$ cat config.mk
export PLATFORM = sky130hd
export DESIGN_NAME = oracc_mac_lane
export DESIGN_NICKNAME = d
export VERILOG_FILES = /design/src/hdl/oracc_pkg.sv /design/src/hdl/oracc_mac_lane.sv
export SDC_FILE = /design/constraint.sdc
export NUM_CORES = 2
export LEC_CHECK = 0
export BUFFER_PORTS_ARGS = -buffer_cell sky130_fd_sc_hd__buf_2
export CORE_UTILIZATION = 48
export CTS_BUF_LIST = sky130_fd_sc_hd__clkbuf_8
export DETAILED_ROUTE_END_ITERATION = 6
export PLACE_DENSITY_LB_ADDON = 0.05
export SYNTH_ARGS = -nofsm -noshare
export SYNTH_HDL_FRONTEND = slang
export SYNTH_SLANG_ARGS = --single-unit
$ cat constraint.sdc
create_clock -name clk -period 11.4 [get_ports clk]
set_input_delay 3.42 -clock clk [delete_from_list [all_inputs] [get_ports clk]]
set_output_delay 3.42 -clock clk [all_outputs]
set_load 0.02 [all_outputs]
$ cat src/hdl/oracc_pkg.sv
package oracc_pkg;

  // field widths fixed by the item format
  localparam int ANG_BITS  = 17;
  localparam int AXIS_BITS = 16;
  localparam int IDX_BITS  = 3;
  localparam int TRIG_BITS = 33;
  localparam int Z_BITS    = 34;

  // angle scaling: a full turn is 360 * 128
  localparam int TURN128 = 46080;
  // floor(2^38 / 90), phase = floor(r * 2^23 / 90) with one correction step
  localparam logic [31:0] PH_RECIP = 32'd3054198966;
  localparam int PH_SHIFT = 15;

  // cordic constants
  localparam int ATAN_LEN = 30;
  localparam logic signed [TRIG_BITS-1:0] CORDIC_GAIN = 33'sd652032874;

  // configuration register indexes
  localparam logic [IDX_BITS-1:0] REG_AXIS_ONE_X = 3'd0;
  localparam logic [IDX_BITS-1:0] REG_AXIS_ONE_Y = 3'd1;
  localparam logic [IDX_BITS-1:0] REG_AXIS_ONE_Z = 3'd2;
  localparam logic [IDX_BITS-1:0] REG_AXIS_TWO_X = 3'd3;
  localparam logic [IDX_BITS-1:0] REG_AXIS_TWO_Y = 3'd4;
  localparam logic [IDX_BITS-1:0] REG_AXIS_TWO_Z = 3'd5;

  // tag carried alongside a lane operation
  typedef struct packed {
    logic       vld;
    logic       mat;
    logic [1:0] row;
  } lane_tag_t;

  // arctangent of 2^-i, 2^32 per turn
  function automatic logic [29:0] atan_q32(input logic [4:0] i);
    logic [29:0] v;
    case (i)
      5'd0:  v = 30'd536870912;
      5'd1:  v = 30'd316933406;
      5'd2:  v = 30'd167458907;
      5'd3:  v = 30'd85004756;
      5'd4:  v = 30'd42667331;
      5'd5:  v = 30'd21354465;
      5'd6:  v = 30'd10679838;
      5'd7:  v = 30'd5340245;
      5'd8:  v = 30'd2670163;
      5'd9:  v = 30'd1335087;
      5'd10: v = 30'd667544;
      5'd11: v = 30'd333772;
      5'd12: v = 30'd166886;
      5'd13: v = 30'd83443;
      5'd14: v = 30'd41722;
      5'd15: v = 30'd20861;
      5'd16: v = 30'd10430;
      5'd17: v = 30'd5215;
      5'd18: v = 30'd2608;
      5'd19: v = 30'd1304;
      5'd20: v = 30'd652;
      5'd21: v = 30'd326;
      5'd22: v = 30'd163;
      5'd23: v = 30'd81;
      5'd24: v = 30'd41;
      5'd25: v = 30'd20;
      5'd26: v = 30'd10;
      5'd27: v = 30'd5;
      5'd28: v = 30'd3;
      5'd29: v = 30'd1;
      default: v = 30'd0;
    endcase
    return v;
  endfunction

endpackage

$ cat src/hdl/oracc_mac_lane.sv
module oracc_mac_lane import oracc_pkg::*; #(
  parameter int ELEMENT_BITS = 16,
  parameter int IN_BITS      = 16
) (
  input  logic                           clk,
  input  logic                           rst_n,
  input  lane_tag_t                      req,
  input  logic signed [IN_BITS-1:0]      a_row [3],
  input  logic signed [IN_BITS-1:0]      b_col [3],
  output lane_tag_t                      rsp,
  output logic signed [ELEMENT_BITS-1:0] elem
);

  localparam int PW = 2 * IN_BITS;
  localparam int SW = PW + 2;
  localparam int CW = (SW > 62) ? SW : 62;
  localparam logic signed [CW-1:0] LIM = CW'(64'sd1 <<< 60);
  localparam logic signed [CW:0] RND = (CW+1)'(64'sd8192);
  localparam logic signed [CW:0] ELEM_HI = ((CW+1)'(64'sd1) <<< (ELEMENT_BITS - 1)) - 1;
  localparam logic signed [CW:0] ELEM_LO = -((CW+1)'(64'sd1) <<< (ELEMENT_BITS - 1));

  lane_tag_t                      tag1_r, tag2_r;
  logic signed [PW-1:0]           p_r [3];
  logic signed [ELEMENT_BITS-1:0] el_r;

  logic signed [CW-1:0]           acc, accc;
  logic signed [CW:0]             q;

  // sum of products, clamp, round and saturate
  always_comb begin
    acc = CW'(p_r[0]) + CW'(p_r[1]) + CW'(p_r[2]);
    if (acc > LIM) begin
      accc = LIM;
    end else if (acc < -LIM) begin
      accc = -LIM;
    end else begin
      accc = acc;
    end
    q = ((CW+1)'(accc) + RND) >>> 14;
  end

  always_ff @(posedge clk) begin
    if (!rst_n) begin
      tag1_r <= '0;
      tag2_r <= '0;
    end else begin
      tag1_r <= req;
      tag2_r <= tag1_r;
    end
  end

  always_ff @(posedge clk) begin
    for (int k = 0; k < 3; k++) begin
      p_r[k] <= a_row[k] * b_col[k];
    end
    if (q > ELEM_HI) begin
      el_r <= ELEM_HI[ELEMENT_BITS-1:0];
    end else if (q < ELEM_LO) begin
      el_r <= ELEM_LO[ELEMENT_BITS-1:0];
    end else begin
      el_r <= q[ELEMENT_BITS-1:0];
    end
  end

  assign rsp  = tag2_r;
  assign elem = el_r;

endmodule

==> flow_summary.toml <==
[routing]
drtAntennaViolNets = 0
route.vias.total = 23300
drt_iter0_drc = 1089
first_pass_iters = 5
finalWirelength_um = 81900
drc = 0
via_per_inst = 5.06
wl_per_cell_um = 17.8

[critical_path]
cp_common_cell = "fa_1"
critical_path_class = "in -> reg"
cp.arrival_ns = 10.16
path_cells = "buf_2 -> nand2_1 -> fa_1 -> inv_1 -> fa_1 -> inv_1 -> fa_1 -> inv_1 -> fa_1 -> inv_1 -> fa_1 -> inv_1 -> fa_1 -> ha_1 -> a21o_1 -> a21oi_1 -> nand2_1 -> o21ai_0 -> o21ai_0 -> nand3_1 -> nand2_1 -> o41ai_1 -> nor2_1 -> a211oi_1"
slowest_delay_ns = 0.55
crit-reg2reg-capture = "elem[14]"
cp_slowest_cell = "fa_1"
cp_top_family = "adder cells"
setup.worst_path.start_class = "input pin"
cp.buffers_inverters = 6
reg2reg_from = "p_r[0][69]"
crit_required_ns = 11.71
ff2ff_setup_slack_ns = 5.66
rr_worst_depth = 17
critical_path.max_fanout = 16
end_kind = "register"
critPathLaunch = "a_row[44]"

[place]
hpwl_um = 69000
routabilityCongestion = 0.881
portBuffers = 121
dpl_worst_slack_ns = 0.971
placed_area_um2 = 35400
dp.cells = 4566

[yosys]
synth.most_common_cell = "inv_1"
synth_flop_cell = "dfxtp_1"
synth_area_per_cell_um2 = 9.42
synth_top_area_share_pct = 48.1
synth_warnings = 0
yosys_register_bits = 120
ys_async_sr_fraction_pct = 0
synthTopCellsByArea = "fa_1 (48%), ha_1 (10%), inv_1 (9.8%)"
synth.distinct_cells = 68
syn_nets = 4808
synth-edff-count = 0
netlist_area_um2 = 34000
syn_inst = 3610
synthTopCellsByCount = "inv_1 (885), fa_1 (817), nand2_1 (468)"
seq_area_frac_synth_pct = 7.06
synth_top_area_cell = "fa_1"

[timing]
rsz0062_at_grt = "no"
finalClockSkew_ns = 0.0160
fin_crit_sh_pct = 86.4
setup_violations = 0
hold_viol_final = 0
worst_pin_slew_ns = 1.06
final-max-slew-violation-count = 0
fin_crit_ns = 9.85
fmax_mhz = 102
final.setup.tns_ns = 0
setup_slack_ns = 1.55
relSlewSlack_pct = 28.8

[grt]
grt_use_total_pct = 24.6
grt_pass1_vias = 26500
grt_max_degree = 17
grt_overflow_total = 0
grt_pass1_wl_um = 139000
antenna_found_initial = 1

[clock_network]
clockBufferDepth = 2
htree_num_levels = 4
hold_buffers = 0
cts_tree = "done"
cts_root_buffer = "clkbuf_8"
clock_latency_ns = 0.48
numCtsBuffers = 17
clkSlewWorstSetupHoldPaths_ns = 0.08
post_cts_buffers = 0
cts.sinks = 120
ctsResizeCount = 0

[worst_hold_path]
hp-class = "reg -> reg"
whs_path_depth = 1
hold_start = "tag1_r[2]"
whs_endpoint = "rsp[2]"

[layout]
fillers = 6692
layout.nets = 4843
layout-drive-gt1-share_pct = 5.11
regArea_um2 = 2400
syn_to_final_growth_pct = 5.38
fin_cells = 4599
multi_input_area_um2 = 27900
fin_area_um2 = 35800

[die]
die_area_um2 = 71900
coreArea_um2 = 70000
die_x_um = 268
ios = 122
rows = 97
fp.dieH_um = 268
start_util_pct = 48.6

[run_status]
status = "complete, no violations"

[job]
maxCapViolations = 0
==> metal layers <==
metal / wire, um / global-route usage (%) / up-vias
li1: - / - / 10700
met4: 1190 / 4.51 / 0
met2: 41200 / 43.0 / 444
met3: 2970 / 2.22 / 72
met1: 36600 / 33.5 / 12100
met5: 0 / 0 / -
==> metrics by stage <==
step                      hold slack [ns]  utilization [%]
after global placement              0.422             50.5
after floorplan                     0.412                -
after detailed placement            0.428             50.5
after CTS                           0.444             51.2
final                               0.445             51.2
after global routing                0.447             51.2
==> worst max-delay path by stage <==
stage,end,slack [ns],cells past startpoint
after CTS,p_r[0][31],1.49,24
after global placement,p_r[0][31],1.00,24
after floorplan,p_r[0][94],1.82,26
after detailed placement,p_r[0][31],0.97,24
final,p_r[0][31],1.55,24
after global routing,p_r[0][31],1.28,24
==> logic make-up after synthesis <==
logic type	after synthesis	synth area share, %
multiplexers	1	0.0331
flip-flops	120	7.06
AO/OA/AOI/OAI	268	5.29
adder cells (fa/ha/maj)	1096	58.4
buffers and inverters	990	11.0
XOR/XNOR	145	3.78
AND/OR/NAND/NOR	990	14.5
==> placed cells by master, fill, tap and decap left out, types with 6 or more instances in the layout <==
master    netlist  final
o21ai_0        51     51
a21o_1         37     37
a31o_2          6      6
a211oi_1        7      7
nor3_1         21     21
nor2_1         45     45
a21oi_1        76     76
xnor2_1       104    104
and4_1          7      7
o211ai_1        6      6
fa_1          817    817
buf_2           2    121
dfxtp_1       120    120
o21a_1         11     11
clkbuf_8        0     21
nand2_1       468    468
and2_1        305    305
and3_1         15     15
nand3_1        25     25
o21ai_2        11     11
ha_1          279    279
nand2b_1       59     59
nor2b_1        14     14
o21bai_1       16     16
o21ai_1         8      8
xor2_1         39     39
inv_1         885    886
==> final cells by class <==
cell class                 instances  area share (%)
multi-input combinational       2500            77.8
inverter                         885            9.27
sequential                       120            6.70
tap                              940            3.28
timing repair buffer             121            1.69
clock buffer                      21           0.807
clock inverter                    11           0.471
antenna                            1         0.00698
==> flip-flops by register name, summed over array words and instances (netlist names) <==
name	cells
elem	16
p_r	96
rsp	4
tag1_r	4
Power is left out: the tool's default activity adds up to more than one toggle a clock period on the data nets, which glitch-free logic cannot reach.
