==> config.mk <==
export PLATFORM = sky130hd
export DESIGN_NAME = oracc_trig
export DESIGN_NICKNAME = d
export VERILOG_FILES = /design/src/hdl/oracc_pkg.sv /design/src/hdl/oracc_trig.sv
export SDC_FILE = /design/constraint.sdc
export NUM_CORES = 1
export LEC_CHECK = 0
export BUFFER_PORTS_ARGS = -buffer_cell sky130_fd_sc_hd__buf_2
export CAP_MARGIN = 20
export CORE_UTILIZATION = 35
export DETAILED_ROUTE_END_ITERATION = 8
export PLACE_DENSITY = 0.5
export SLEW_MARGIN = 15
export SYNTH_ARGS = -nofsm -noshare
export SYNTH_HDL_FRONTEND = slang
export SYNTH_SLANG_ARGS = --single-unit
==> constraint.sdc <==
create_clock -name clk -period 7 [get_ports clk]
set_input_delay 0 -clock clk [delete_from_list [all_inputs] [get_ports clk]]
set_output_delay 0 -clock clk [all_outputs]
set_load 0.02 [all_outputs]
==> src/hdl/oracc_pkg.sv <==
package oracc_pkg;

  // field widths fixed by the item format
  localparam int ANG_BITS  = 17;
  localparam int AXIS_BITS = 16;
  localparam int IDX_BITS  = 3;
  localparam int TRIG_BITS = 33;
  localparam int Z_BITS    = 34;

  // angle scaling: a full turn is 360 * 128
  localparam int TURN128 = 46080;
  // floor(2^38 / 90), phase = floor(r * 2^23 / 90) with one correction step
  localparam logic [31:0] PH_RECIP = 32'd3054198966;
  localparam int PH_SHIFT = 15;

  // cordic constants
  localparam int ATAN_LEN = 30;
  localparam logic signed [TRIG_BITS-1:0] CORDIC_GAIN = 33'sd652032874;

  // configuration register indexes
  localparam logic [IDX_BITS-1:0] REG_AXIS_ONE_X = 3'd0;
  localparam logic [IDX_BITS-1:0] REG_AXIS_ONE_Y = 3'd1;
  localparam logic [IDX_BITS-1:0] REG_AXIS_ONE_Z = 3'd2;
  localparam logic [IDX_BITS-1:0] REG_AXIS_TWO_X = 3'd3;
  localparam logic [IDX_BITS-1:0] REG_AXIS_TWO_Y = 3'd4;
  localparam logic [IDX_BITS-1:0] REG_AXIS_TWO_Z = 3'd5;

  // tag carried alongside a lane operation
  typedef struct packed {
    logic       vld;
    logic       mat;
    logic [1:0] row;
  } lane_tag_t;

  // arctangent of 2^-i, 2^32 per turn
  function automatic logic [29:0] atan_q32(input logic [4:0] i);
    logic [29:0] v;
    case (i)
      5'd0:  v = 30'd536870912;
      5'd1:  v = 30'd316933406;
      5'd2:  v = 30'd167458907;
      5'd3:  v = 30'd85004756;
      5'd4:  v = 30'd42667331;
      5'd5:  v = 30'd21354465;
      5'd6:  v = 30'd10679838;
      5'd7:  v = 30'd5340245;
      5'd8:  v = 30'd2670163;
      5'd9:  v = 30'd1335087;
      5'd10: v = 30'd667544;
      5'd11: v = 30'd333772;
      5'd12: v = 30'd166886;
      5'd13: v = 30'd83443;
      5'd14: v = 30'd41722;
      5'd15: v = 30'd20861;
      5'd16: v = 30'd10430;
      5'd17: v = 30'd5215;
      5'd18: v = 30'd2608;
      5'd19: v = 30'd1304;
      5'd20: v = 30'd652;
      5'd21: v = 30'd326;
      5'd22: v = 30'd163;
      5'd23: v = 30'd81;
      5'd24: v = 30'd41;
      5'd25: v = 30'd20;
      5'd26: v = 30'd10;
      5'd27: v = 30'd5;
      5'd28: v = 30'd3;
      5'd29: v = 30'd1;
      default: v = 30'd0;
    endcase
    return v;
  endfunction

endpackage

==> src/hdl/oracc_trig.sv <==
module oracc_trig import oracc_pkg::*; #(
  parameter int CORDIC_STEPS = 16
) (
  input  logic                        clk,
  input  logic                        rst_n,
  input  logic                        start,
  input  logic signed [ANG_BITS-1:0]  angle,
  output logic                        done,
  output logic signed [TRIG_BITS-1:0] cos_v,
  output logic signed [TRIG_BITS-1:0] sin_v
);

  localparam int NSTEP = (CORDIC_STEPS < ATAN_LEN) ? CORDIC_STEPS : ATAN_LEN;
  localparam int IW = (NSTEP > 1) ? $clog2(NSTEP) : 1;
  localparam logic [IW-1:0] LAST = IW'(NSTEP - 1);

  typedef enum logic [2:0] {T_IDLE, T_RED, T_MUL, T_FOLD, T_ROT, T_DONE} tstate_t;

  tstate_t                     st_r;
  logic signed [ANG_BITS-1:0]  ang_r;
  logic [15:0]                 r_r;
  logic [47:0]                 prod_r;
  logic signed [TRIG_BITS-1:0] x_r, y_r, cos_r, sin_r;
  logic signed [Z_BITS-1:0]    z_r;
  logic                        neg_r, done_r;
  logic [IW-1:0]               it_r;

  logic signed [17:0]          ang18, red_v;
  logic [47:0]                 prod_nxt;
  logic [31:0]                 est, ph;
  logic [39:0]                 num, est90, rem;
  logic signed [31:0]          zs;
  logic signed [Z_BITS-1:0]    z_fold, atan_v;
  logic                        neg_fold;
  logic signed [TRIG_BITS-1:0] sh_x, sh_y;

  // reduce the angle into one turn
  always_comb begin
    ang18 = 18'(ang_r);
    if (ang18 >= 18'sd46080) begin
      red_v = ang18 - 18'sd46080;
    end else if (ang18 >= 18'sd0) begin
      red_v = ang18;
    end else if (ang18 >= -18'sd46080) begin
      red_v = ang18 + 18'sd46080;
    end else begin
      red_v = ang18 + 18'sd92160;
    end
  end

  assign prod_nxt = 48'(r_r) * 48'(PH_RECIP);

  // phase estimate, one correction step, then fold into half a turn
  always_comb begin
    est   = prod_r[PH_SHIFT+31:PH_SHIFT];
    num   = {1'b0, r_r, 23'd0};
    est90 = {2'b0, est, 6'd0} + {4'b0, est, 4'd0} + {5'b0, est, 3'd0} + {7'b0, est, 1'b0};
    rem   = num - est90;
    ph    = (rem >= 40'd90) ? est + 32'd1 : est;
    zs    = signed'(ph);
    if (zs > 32'sh4000_0000) begin
      z_fold   = Z_BITS'(zs) - 34'sh0_8000_0000;
      neg_fold = 1'b1;
    end else if (zs < -32'sh4000_0000) begin
      z_fold   = Z_BITS'(zs) + 34'sh0_8000_0000;
      neg_fold = 1'b1;
    end else begin
      z_fold   = Z_BITS'(zs);
      neg_fold = 1'b0;
    end
  end

  // cordic micro-rotation terms
  assign sh_x   = x_r >>> it_r;
  assign sh_y   = y_r >>> it_r;
  assign atan_v = signed'(Z_BITS'(atan_q32(5'(it_r))));

  // sequencer and datapath registers
  always_ff @(posedge clk) begin
    if (!rst_n) begin
      st_r   <= T_IDLE;
      done_r <= 1'b0;
    end else begin
      done_r <= 1'b0;
      case (st_r)
        T_IDLE: begin
          if (start) begin
            ang_r <= angle;
            st_r  <= T_RED;
          end
        end
        T_RED: begin
          r_r  <= red_v[15:0];
          st_r <= T_MUL;
        end
        T_MUL: begin
          prod_r <= prod_nxt;
          st_r   <= T_FOLD;
        end
        T_FOLD: begin
          z_r   <= z_fold;
          neg_r <= neg_fold;
          x_r   <= CORDIC_GAIN;
          y_r   <= '0;
          it_r  <= '0;
          st_r  <= T_ROT;
        end
        T_ROT: begin
          if (!z_r[Z_BITS-1]) begin
            x_r <= x_r - sh_y;
            y_r <= y_r + sh_x;
            z_r <= z_r - atan_v;
          end else begin
            x_r <= x_r + sh_y;
            y_r <= y_r - sh_x;
            z_r <= z_r + atan_v;
          end
          if (it_r == LAST) begin
            st_r <= T_DONE;
          end else begin
            it_r <= it_r + 1'b1;
          end
        end
        T_DONE: begin
          cos_r  <= neg_r ? -x_r : x_r;
          sin_r  <= neg_r ? -y_r : y_r;
          done_r <= 1'b1;
          st_r   <= T_IDLE;
        end
        default: st_r <= T_IDLE;
      endcase
    end
  end

  assign done  = done_r;
  assign cos_v = cos_r;
  assign sin_v = sin_r;

endmodule

==> metrics.md <==
| Metric | Value |
|---|---|
| Worst path arrival time | `7040 ps` |
| Yosys warnings | `0` |
| Row cnt | `108` |
| GRT overflow | `0` |
| Avg Vias per Cell | `5.28` |
| Worst Hold Class | `in -> reg` |
| Fin Hold WS | `144 ps` |
| Pleak | `14.9 nW` |
| Clk buf depth | `3` |
| Multi-input gate area | `21,900 um^2` |
| Worst Max-Slew Pin Slew | `1150 ps` |
| Top cells by area, synth | `edfxtp_1 23%, ha_1 13%, fa_1 9.5%` |
| Required time worst endpoint | `7250 ps` |
| RSZ-0062 raised after global routing | `true` |
| Clk_lat worst skew | `560 ps` |
| DRT iter0 DRCs | `1,675` |
| Clock-pin slew on the worst setup and hold paths | `60 ps` |
| Vias in the first global route | `24,157` |
| Crit path kind | `reg -> reg` |
| I/O pin cnt | `87` |
| Final #Nets | `4,038` |
| Core area | `87,300 um^2` |
| Chip Height | `300 um` |
| Core Util, Final | `0.406` |
| Largest net degree at the start of global routing | `79` |
| Dominant cell type by area after synthesis | `edfxtp_1` |
| Routed len/inst | `18.7 um` |
| Final Hold Vio Count | `0` |
| Max Cap Violations | `0` |
| Syn Nets | `3,871` |
| Final Non-Filler Cells | `4,721` |
| Crit. End Element | `register` |
| Share of cells above drive strength 1 | `0.148` |
| Cell area after layout | `35,500 um^2` |
| Clock skew | `41.2 ps` |
| Routed vias | `24,946` |
| EDFF count, synth | `236` |
| PD cells | `496 nW/um^2` |
| Root buffer cell | `clkbuf_16` |
| First-pass GRT wire length | `137,000 um` |
| Max Clk Rate | `147 MHz` |
| Routed met3 length | `3720 um` |
| Post-synthesis sequential area ratio | `0.250` |
| Mapped Area | `31,000 um^2` |
| Die ar. | `89,900 um^2` |
| Final setup fails | `0` |
| Ys flop type | `edfxtp_1` |
| Yosys top cell area share | `0.228` |
| Crit path max fanout | `12` |
| Num Clock Sinks | `270` |
| Antenna violations before repair | `2` |
| Number of remaining DRC errors | `0` |
| PortBufs | `86` |
| Dpl cell area | `33,500 um^2` |
| CTS tree | `done` |
| Synth unique cells | `93` |
| Fillers | `8,782` |
| Number of CTS-inserted buffers | `35` |
| DIE WIDTH | `300 um` |
| H-tree depth | `2` |
| Status | `completed` |
| Final slew viol count | `0` |
| Slew headroom | `0.217` |
| #FFs+latches synth | `270` |
| Max layer used | `met5` |
| Reg area | `7770 um^2` |
| Avg Cell Area, Syn | `9.19 um^2` |
| Minimum clock period | `6780 ps` |
| Ys async rst share | `0` |
| VDD IR max | `0.000456 V` |
| Worst setup SP type | `register` |
| Total GRT Usage | `0.194` |
| M1 wire length | `40,600 um` |
| Antenna diodes | `0` |
| Fin crit share | `0.969` |
| Post-DP HPWL | `70,400 um` |
| Met2 wire length | `41,600 um` |
| P&R area growth vs syn | `14.3%` |
| Starting Density | `0.355` |
| Synth Instances | `3,375` |
| DR pass1 iterations | `5` |
| Dpl cells | `4,632` |
| GP Congestion | `0.912` |
| Total Wirelength | `88,300 um` |
| Routed Antenna Nets | `0` |
cell families after synthesis:
family          Yosys count  share of synthesized area
compound gates          732                      0.149
xor+xnor                319                     0.0900
fa+ha+maj               476                      0.228
buf+inv                 497                     0.0621
flops                   270                      0.250
mux                     146                     0.0746
simple gates            935                      0.147
routing by layer:
| layer | global-route usage | up-vias |
|---|---|---|
| li1 | - | 12297 |
| met1 | 0.261 | 12036 |
| met2 | 0.325 | 500 |
| met3 | 0.0277 | 109 |
| met4 | 0.0526 | 4 |
| met5 | 0 | - |
flip-flops by register name, summed over array words and instances, names as in the netlist:
register,cells
prod_r,32
neg_r,1
sin_v,33
z_r,34
ang_r,17
done,1
st_r,3
it_r,4
r_r,16
x_r,33
cos_v,33
y_r,33
atan_v,30
report_power, final:
| part | internal (W) | total (W) | switching (W) |
|---|---|---|---|
| clock | 0.00109 | 0.00186 | 0.000766 |
| sequential | 0.00205 | 0.00212 | 0.0000701 |
| combinational | 0.00584 | 0.0136 | 0.00779 |
critical path, cell delays in order, from the launching register on:
cell and delay (ps):
edfxtp_1 390, inv_2 140, fa_1 430, inv_1 80, fa_1 430, fa_1 510
inv_1 60, ha_4 300, o21a_1 120, a21oi_1 80, a2111o_1 460, a22oi_1 200
and4_1 210, nand4_1 90, or4_4 530, or4_4 540, nor4b_4 340, buf_12 170
buf_8 140, nor2_1 60, o32ai_2 270, o2111ai_2 200, o41ai_4 440, buf_4 200
mux2i_1 70
cell type report:
| type | instances | area share |
|---|---|---|
| clock buffers | 42 | 0.0269 |
| clock inverters | 19 | 0.00568 |
| inverters | 367 | 0.0388 |
| multi-input cells | 2608 | 0.617 |
| flip-flops and latches | 270 | 0.219 |
| well taps | 1155 | 0.0407 |
| repair buffers | 260 | 0.0523 |
cell usage after synthesis (53+ instances only):
cell	instances
nand3_1	53
o21ai_0	173
nand2_1	263
nor2_1	251
ha_1	328
xnor2_1	225
fa_1	148
xor2_1	94
a21oi_1	234
nor3_1	67
clkbuf_1	90
edfxtp_1	236
inv_1	367
mux4_2	65
stage by stage:
step	setup WS, ps	setup TNS, ps	power [W]
final	215	0	0.0176
after global routing	-84.7	-315	0.0192
after CTS	24.4	0	0.0161
after detailed placement	98.9	0	0.0141
after global placement	106	0	0.0143
after floorplan	93.2	0	0.0104
final timing paths:
| kind | startpoint | end | slack (ps) | cells past startpoint |
|---|---|---|---|---|
| worst max-delay path | prod_r[41] | z_r[33] | 220 | 24 |
| worst min-delay path | angle[13] | ang_r[13] | 140 | 2 |
| worst max register to register | prod_r[41] | z_r[33] | 220 | 24 |
| worst min register to register | ang_r[0] | r_r[0] | 440 | 0 |
placed cells by master, fill, tap and decap left out, types with 22 or more instances in the layout:
master	instances
mux4_2	65
nand3_1	52
nand2b_1	38
ha_1	306
xor2_1	94
mux2i_1	47
o21a_1	22
o31ai_1	28
buf_4	146
and2_1	32
nand2_1	263
edfxtp_1	236
nor2_1	248
and3_1	43
xnor2_1	223
inv_1	347
mux2_2	33
nor3_1	66
a21o_1	42
a21oi_1	228
a31oi_1	37
dfxtp_1	34
fa_1	146
or3_1	30
o211ai_1	26
clkbuf_16	37
nor2b_1	34
buf_2	86
o21ai_0	170
repair_timing:
action                                 in CTS  in global routing
setup endpoints to repair                   0                 13
endpoints found under the hold margin      19                  0
gates resized for setup                     0                113
buffers inserted                            0                  9
hold buffers                               19                  0
Note: power is estimated with default switching activity, not from simulation.
